$ cat src/design/plc_pkg.sv
package plc_pkg;

    localparam int unsigned ID_SLOTS_DEF = 64;

    localparam int unsigned CNT_W   = 31;
    localparam int unsigned ID_W    = 6;
    localparam int unsigned CFG_IDX_W = 2;

    localparam logic [CNT_W-1:0] CNT_MAX = 31'h7FFF_FFFF;

    localparam logic [CNT_W-1:0] HIGH_WM_RST = 31'd2500;
    localparam logic [CNT_W-1:0] LOW_WM_RST  = 31'd2000;

    typedef enum logic [CFG_IDX_W-1:0] {
        CFG_COUNT_ENABLE    = 2'd0,
        CFG_HIGH_WATERMARK  = 2'd1,
        CFG_LOW_WATERMARK   = 2'd2,
        CFG_THROTTLE_CREATE = 2'd3
    } t_cfg_idx;

    typedef enum logic {
        FUNC_CREATE  = 1'b0,
        FUNC_DESTROY = 1'b1
    } t_func;

    typedef struct packed {
        logic            func;
        logic [ID_W-1:0] caller_id;
        logic            was_tracked;
    } t_in_beat;

    typedef struct packed {
        logic             allowed;
        logic             tracked;
        logic             notify_limit;
        logic             underflow;
        logic [CNT_W-1:0] count_after;
        logic             limit_flag;
    } t_out_beat;

    typedef struct packed {
        logic             count_enable;
        logic [CNT_W-1:0] high_watermark;
        logic [CNT_W-1:0] low_watermark;
        logic             throttle_create;
    } t_cfg;

    typedef struct packed {
        logic             flag;
        logic [CNT_W-1:0] count;
        logic [CNT_W-1:0] last_notice;
    } t_slot;

    typedef struct packed {
        t_in_beat req;
        logic     in_range;
    } t_s1_req;

endpackage

$ cat src/design/plc_store.sv
module plc_store
    import plc_pkg::*;
#(
    parameter int unsigned ID_SLOTS = ID_SLOTS_DEF
) (
    input  logic                        i_clk,
    input  logic                        i_rst_n,
    input  logic                        i_rd_en,
    input  logic [$clog2(ID_SLOTS)-1:0] i_rd_addr,
    input  logic                        i_wr_en,
    input  logic [$clog2(ID_SLOTS)-1:0] i_wr_addr,
    input  t_slot                       i_wr_data,
    output t_slot                       o_rd_data
);

    t_slot               r_mem [ID_SLOTS];
    logic [ID_SLOTS-1:0] r_vld;
    t_slot               r_rd;

    always_ff @(posedge i_clk) begin
        if (i_wr_en) begin
            r_mem[i_wr_addr] <= i_wr_data;
        end
    end

    always_ff @(posedge i_clk) begin
        if (!i_rst_n) begin
            r_vld <= '0;
        end else if (i_wr_en) begin
            r_vld[i_wr_addr] <= 1'b1;
        end
    end

    // write-through so a back-to-back beat to the same slot sees the update
    always_ff @(posedge i_clk) begin
        if (i_rd_en) begin
            if (i_wr_en && (i_wr_addr == i_rd_addr)) begin
                r_rd <= i_wr_data;
            end else if (r_vld[i_rd_addr]) begin
                r_rd <= r_mem[i_rd_addr];
            end else begin
                r_rd <= '0;
            end
        end
    end

    assign o_rd_data = r_rd;

endmodule

$ cat src/design/plc_calc.sv
module plc_calc
    import plc_pkg::*;
(
    input  t_s1_req   i_req,
    input  t_slot     i_entry,
    input  t_cfg      i_cfg,
    output t_slot     o_entry,
    output t_out_beat o_res
);

    logic             refuse;
    logic [CNT_W-1:0] cnt;
    logic [CNT_W-1:0] last;
    logic [CNT_W-1:0] gap;

    assign cnt  = i_entry.count;
    assign last = i_entry.last_notice;
    assign gap  = cnt - last;

    always_comb begin
        o_entry            = i_entry;
        o_res              = '0;
        o_res.allowed      = 1'b1;
        refuse             = 1'b0;

        if (i_req.in_range) begin
            if (i_req.req.func == FUNC_CREATE) begin
                if (i_cfg.count_enable) begin
                    if (i_entry.flag) begin
                        if (i_cfg.throttle_create) begin
                            refuse        = 1'b1;
                            o_res.allowed = 1'b0;
                        end else if ((cnt > last) && (gap > i_cfg.high_watermark)) begin
                            o_res.notify_limit  = 1'b1;
                            o_entry.last_notice = cnt;
                        end
                    end else if (cnt >= i_cfg.high_watermark) begin
                        o_entry.flag        = 1'b1;
                        o_entry.last_notice = cnt;
                        o_res.notify_limit  = 1'b1;
                        o_res.tracked       = 1'b1;
                        if (i_cfg.throttle_create) begin
                            refuse        = 1'b1;
                            o_res.allowed = 1'b0;
                        end
                    end
                    if (!refuse) begin
                        if (cnt != CNT_MAX) begin
                            o_entry.count = cnt + 1'b1;
                        end
                        o_res.tracked = 1'b1;
                    end
                end
            end else if (i_req.req.was_tracked) begin
                if (cnt == '0) begin
                    o_res.underflow = 1'b1;
                end else begin
                    if (i_entry.flag && (cnt <= i_cfg.low_watermark)) begin
                        o_entry.flag        = 1'b0;
                        o_entry.last_notice = '0;
                    end
                    o_entry.count = cnt - 1'b1;
                    o_res.tracked = 1'b1;
                end
            end
            o_res.count_after = o_entry.count;
            o_res.limit_flag  = o_entry.flag;
        end
    end

endmodule

$ cat src/design/per_id_count_watermark_limiter.sv
// Pipeline: an accepted beat and its slot read register in stage s1; the result register
// loads from s1 when the output is free. Throughput: one beat per cycle unless the output
// stalls; slot read on accept, write from update stage s1, with write-through to next read.
// Reset (synchronous, active low): pipeline empty, registers to defaults,
// slot valid bits cleared at once so every slot reads as zero; no sweep.
module per_id_count_watermark_limiter
    import plc_pkg::*;
#(
    parameter int unsigned ID_SLOTS = ID_SLOTS_DEF
) (
    input  logic                 i_clk,
    input  logic                 i_rst_n,
    input  logic                 i_in_valid,
    output logic                 o_in_stall,
    input  t_in_beat             i_in_beat,
    output logic                 o_out_valid,
    input  logic                 i_out_stall,
    output t_out_beat            o_out_beat,
    input  logic                 i_cfg_we,
    input  logic [CFG_IDX_W-1:0] i_cfg_idx,
    input  logic [CNT_W-1:0]     i_cfg_wdata
);

    localparam int unsigned ADDR_W = $clog2(ID_SLOTS);

    t_cfg              r_cfg;
    logic              r_s1_valid;
    t_s1_req           r_s1_req;
    logic [ADDR_W-1:0] r_s1_addr;
    logic              r_out_valid;
    t_out_beat         r_out_beat;

    logic              out_free;
    logic              s1_adv;
    logic              in_acc;
    logic [31:0]       id_ext;
    logic [ADDR_W-1:0] in_addr;
    logic              in_range;
    t_slot             rd_entry;
    t_slot             n_entry;
    t_out_beat         n_out_beat;

    assign out_free   = !r_out_valid || !i_out_stall;
    assign s1_adv     = r_s1_valid && out_free;
    assign o_in_stall = !i_rst_n || (r_s1_valid && !out_free);
    assign in_acc     = i_in_valid && !o_in_stall;

    assign id_ext   = 32'(i_in_beat.caller_id);
    assign in_addr  = id_ext[ADDR_W-1:0];
    assign in_range = (id_ext < 32'(ID_SLOTS));

    always_ff @(posedge i_clk) begin
        if (!i_rst_n) begin
            r_cfg.count_enable    <= 1'b0;
            r_cfg.high_watermark  <= HIGH_WM_RST;
            r_cfg.low_watermark   <= LOW_WM_RST;
            r_cfg.throttle_create <= 1'b0;
        end else if (i_cfg_we) begin
            case (t_cfg_idx'(i_cfg_idx))
                CFG_COUNT_ENABLE:    r_cfg.count_enable    <= i_cfg_wdata[0];
                CFG_HIGH_WATERMARK:  r_cfg.high_watermark  <= i_cfg_wdata;
                CFG_LOW_WATERMARK:   r_cfg.low_watermark   <= i_cfg_wdata;
                CFG_THROTTLE_CREATE: r_cfg.throttle_create <= i_cfg_wdata[0];
                default: ;
            endcase
        end
    end

    always_ff @(posedge i_clk) begin
        if (!i_rst_n) begin
            r_s1_valid  <= 1'b0;
            r_out_valid <= 1'b0;
        end else begin
            if (in_acc) begin
                r_s1_valid <= 1'b1;
            end else if (s1_adv) begin
                r_s1_valid <= 1'b0;
            end
            if (s1_adv) begin
                r_out_valid <= 1'b1;
            end else if (out_free) begin
                r_out_valid <= 1'b0;
            end
        end
    end

    always_ff @(posedge i_clk) begin
        if (in_acc) begin
            r_s1_req.req      <= i_in_beat;
            r_s1_req.in_range <= in_range;
            r_s1_addr         <= in_addr;
        end
        if (s1_adv) begin
            r_out_beat <= n_out_beat;
        end
    end

    plc_store #(
        .ID_SLOTS (ID_SLOTS)
    ) u_store (
        .i_clk     (i_clk),
        .i_rst_n   (i_rst_n),
        .i_rd_en   (in_acc),
        .i_rd_addr (in_addr),
        .i_wr_en   (s1_adv && r_s1_req.in_range),
        .i_wr_addr (r_s1_addr),
        .i_wr_data (n_entry),
        .o_rd_data (rd_entry)
    );

    plc_calc u_calc (
        .i_req   (r_s1_req),
        .i_entry (rd_entry),
        .i_cfg   (r_cfg),
        .o_entry (n_entry),
        .o_res   (n_out_beat)
    );

    assign o_out_valid = r_out_valid;
    assign o_out_beat  = r_out_beat;

endmodule

$ cat config.mk
export PLATFORM = sky130hd
export DESIGN_NAME = per_id_count_watermark_limiter
export DESIGN_NICKNAME = d
export VERILOG_FILES = /design/src/design/plc_pkg.sv /design/src/design/plc_store.sv /design/src/design/plc_calc.sv /design/src/design/per_id_count_watermark_limiter.sv
export SDC_FILE = /design/constraint.sdc
export NUM_CORES = 2
export LEC_CHECK = 0
export CAP_MARGIN = 20
export CORE_ASPECT_RATIO = 2
export CORE_MARGIN = 2
export CORE_UTILIZATION = 40
export DETAILED_ROUTE_END_ITERATION = 8
export DONT_BUFFER_PORTS = 1
export PLACE_DENSITY_LB_ADDON = 0.2
export SLEW_MARGIN = 10
export SYNTH_ARGS = -nofsm -noshare
export SYNTH_HDL_FRONTEND = slang
export SYNTH_SLANG_ARGS = --single-unit
$ cat constraint.sdc
create_clock -name i_clk -period 9.5 [get_ports i_clk]
set_clock_uncertainty 0.1 [all_clocks]
set_input_delay 1.9 -clock i_clk [delete_from_list [all_inputs] [get_ports i_clk]]
set_output_delay 1.9 -clock i_clk [all_outputs]
set_load 0.03 [all_outputs]
==> metrics.txt <==
Ports=84; pin count of the biggest net entering global routing=1,027; multi-input combinational cell area=38,950 um2; worst-path maximum fanout=64; RSZ-0062 raised after global routing=false; fin. max-slew vios=53; drt via density=6.161; drt wl/cell=40.41 um; first-pass GRT wire length=725,500 um; Final ANT Viol Nets=0; clk buf depth=4; # hold bufs at CTS=0; Final Util=45.08%; vias in the first global route=83,740; initial cell density of the core=40.19%; clk_lat worst skew=0.95 ns; switch share=21.06%; worst endpoint data arrival time=8.56 ns; Sequential Power Share=55.0%; # Max-Cap Violations=0; status=complete, but fails checks; final hold vios=0; Hold WS=0.3631 ns; Final Power=37.63 mW; post-cts resize count=0; port bufs=0; Setup Fix Bufs, Post-CTS=0; commonest non-fill, non-tap cell in the layout=edfxtp_1; Syn Nets=7,484; antenna violations before repair=38; Worst path slowest cell=a22o_2; Hold WC Path Type=register to register; GR Overflow Total=0; measured slew at the worst slew-check pin=1.553 ns; synthesized flop and latch total=4,269; Die Area=423,700 um2; Tot GR Track Use=25.27%; drt drc=0; most frequent cells in the layout=4,139 x edfxtp_1, 1,344 x mux4_2, 371 x clkbuf_16, 221 x nand2_1, 204 x buf_4; asr flop ratio synth=0%; Seq/Total Area, Yosys=75.86%; CTS tree=yes; layout cells sized above 1=28.72%; final worst path period need=8.136 ns; crit share post-route=85.64%; Internal Power=29.70 mW; die span in x=461.3 um; Setup Viol. Count Final=0; # fillers=34,470; Ys Warns=0; clk sink count=4,269; failing checks=max-slew violations; synthesis-to-layout area growth=12.17%; crit end category=register; Gate Count Post-Synth=7,310; Leak=58.04 nW; dpl ws=1.414 ns; f_max=122.9 MHz; routed wire length=541,900 um; net switching power figure=7.923 mW; Post-synth EDFFs=4,139; CP Class=register to register; met3 wire len=35,330 um; distinct cell type count after synthesis=65; Nets=7,730; syn_area_per_cell=22.88 um2; met2 WL post-DR=287,700 um; max layer used=met5; CTS clk-pin slew, worst paths=0.07 ns; largest stage delay on the critical path=0.95 ns; pwr dens=200.5 nW/um2; setup TNS=0 ns; wl on met1=193,500 um; clock power share=40.4%; Iter 0 DRT Violations=10,560; Rows=335; register area=126,900 um2; CTS Buf Count=363; top_reg_cell synth=edfxtp_1; post-route worst setup slack=1.364 ns; Detail Placement HPWL=283,300 um; Mapped Area=167,300 um2; Combinational Power Share=4.6%; H-tree Lvls=5; Startpoint Class=register; maximum vdd drop=140.4 uV; Placer Congestion=0.9466; Rel. slew slack=-3.536%; worst path cell trace=ha_1 > nor2b_1 > o31a_1 > o31ai_1 > a21oi_1 > o21ai_0 > a21oi_1 > or2_2 > a2111o_1 > nand3_1 > ha_1 > nand4_1 > nor4_1 > nand4_1 > a31oi_1 > a2111oi_0 > a221o_1 > nor2_4 > buf_4 > a22o_2; die height=918.5 um; placeable core region=416,200 um2; Critical Path RT=9.92 ns; DRT Pass-1 Iters=6; DR vias=82,610; clock root cell=clkbuf_16
[area by class of cell]
type                       instances  share of cell area, %
clock buffer                     442                  5.106
clock inverter                   204                  1.140
multi-input combinational       2538                  20.76
tap                             5560                  3.708
inverter                         135                 0.2701
antenna                           12                0.01600
timing repair buffer             249                  1.368
sequential                      4269                  67.63
[state kept, by name (all words and copies together) (netlist names)]
| name | count |
|---|---|
| o_out_beat | 36 |
| o_out_valid | 1 |
| r_cfg | 64 |
| r_s1_addr | 6 |
| r_s1_req | 2 |
| r_s1_valid | 1 |
| u_store.o_rd_data | 63 |
| u_store.r_mem | 4032 |
| u_store.r_vld | 64 |
[synthesized netlist by cell type (10+ instances only)]
cell type / n / area (um2)
nor4_1: 15 / 93.84
buf_6: 20 / 225.2
nand2_1: 221 / 829.6
nor2_1: 130 / 488.0
o211ai_1: 24 / 180.2
nand4_1: 42 / 262.8
ha_1: 127 / 1589
o31ai_1: 13 / 97.59
and3_1: 31 / 193.9
nand3_1: 60 / 300.3
xnor2_1: 47 / 411.6
edfxtp_1: 4139 / 124300
o21a_1: 77 / 578.1
a21o_1: 34 / 255.2
clkbuf_1: 209 / 784.5
nor2b_1: 14 / 87.58
a21oi_1: 63 / 315.3
a22o_1: 40 / 350.3
dfxtp_1: 130 / 2603
mux4_2: 1344 / 30270
buf_4: 19 / 142.6
buf_1: 28 / 105.1
a211oi_1: 10 / 75.07
inv_1: 134 / 503.0
a21boi_0: 55 / 412.9
nor3_1: 29 / 145.1
o221ai_1: 26 / 227.7
buf_2: 91 / 455.4
o21ai_0: 33 / 165.2
[worst max-delay path, delay by kind of cell, from the launching register on]
| family | cells | cell delay (ns) |
|---|---|---|
| flops | 1 | 0.56 |
| fa+ha+maj | 2 | 0.51 |
| buf+inv | 1 | 0.60 |
| simple gates | 7 | 1.70 |
| compound gates | 10 | 4.09 |
[path summary, 6_finish.rpt]
| kind | startpoint | end | slack [ns] | cells past startpoint |
|---|---|---|---|---|
| worst max-delay path | u_store.o_rd_data[32] | u_store.r_mem[58][28] | 1.36 | 20 |
| worst min-delay path | u_store.r_vld[39] | u_store.r_vld[39] | 0.36 | 1 |
| worst max register to register | u_store.o_rd_data[32] | u_store.r_mem[58][28] | 1.36 | 20 |
| worst min register to register | u_store.r_vld[39] | u_store.r_vld[39] | 0.36 | 1 |
[stage by stage]
stage | instance area, um2 | cells
2_1_floorplan | 167300 | 7310
3_3_place_gp | 175500 | 12730
3_5_place_dp | 175500 | 12740
4_1_cts | 187200 | 13380
5_1_grt | 187600 | 13400
6_report | 187600 | 13410
[per-layer routing]
metal  GRT usage, %  up-vias
met5              0        -
met4          10.36       12
met3          3.269      888
met2          45.08     3712
met1          30.76    46370
li1               -    31630
[power by group through the flow]
stage	Clock, mW	Combinational [mW]	Sequential (mW)
after global placement	0	1.61	21.1
after detailed placement	0	1.64	21.1
after floorplan	0	1.22	21.1
final	15.2	1.73	20.7
after CTS	15.4	1.64	20.7
after global routing	16.0	1.81	20.7
[kinds of logic after synthesis]
family,after synthesis,share of synthesized area [%]
DFF,4269,75.86
muxes,1348,18.12
and+or+nand+nor,593,1.660
buffers and inverters,503,1.330
AOI/OAI and AO/OA,413,1.777
adders and majority gates,128,0.9619
xor gates and xnor gates,56,0.2932
No activity file was read; power rests on OpenSTA's default activity.
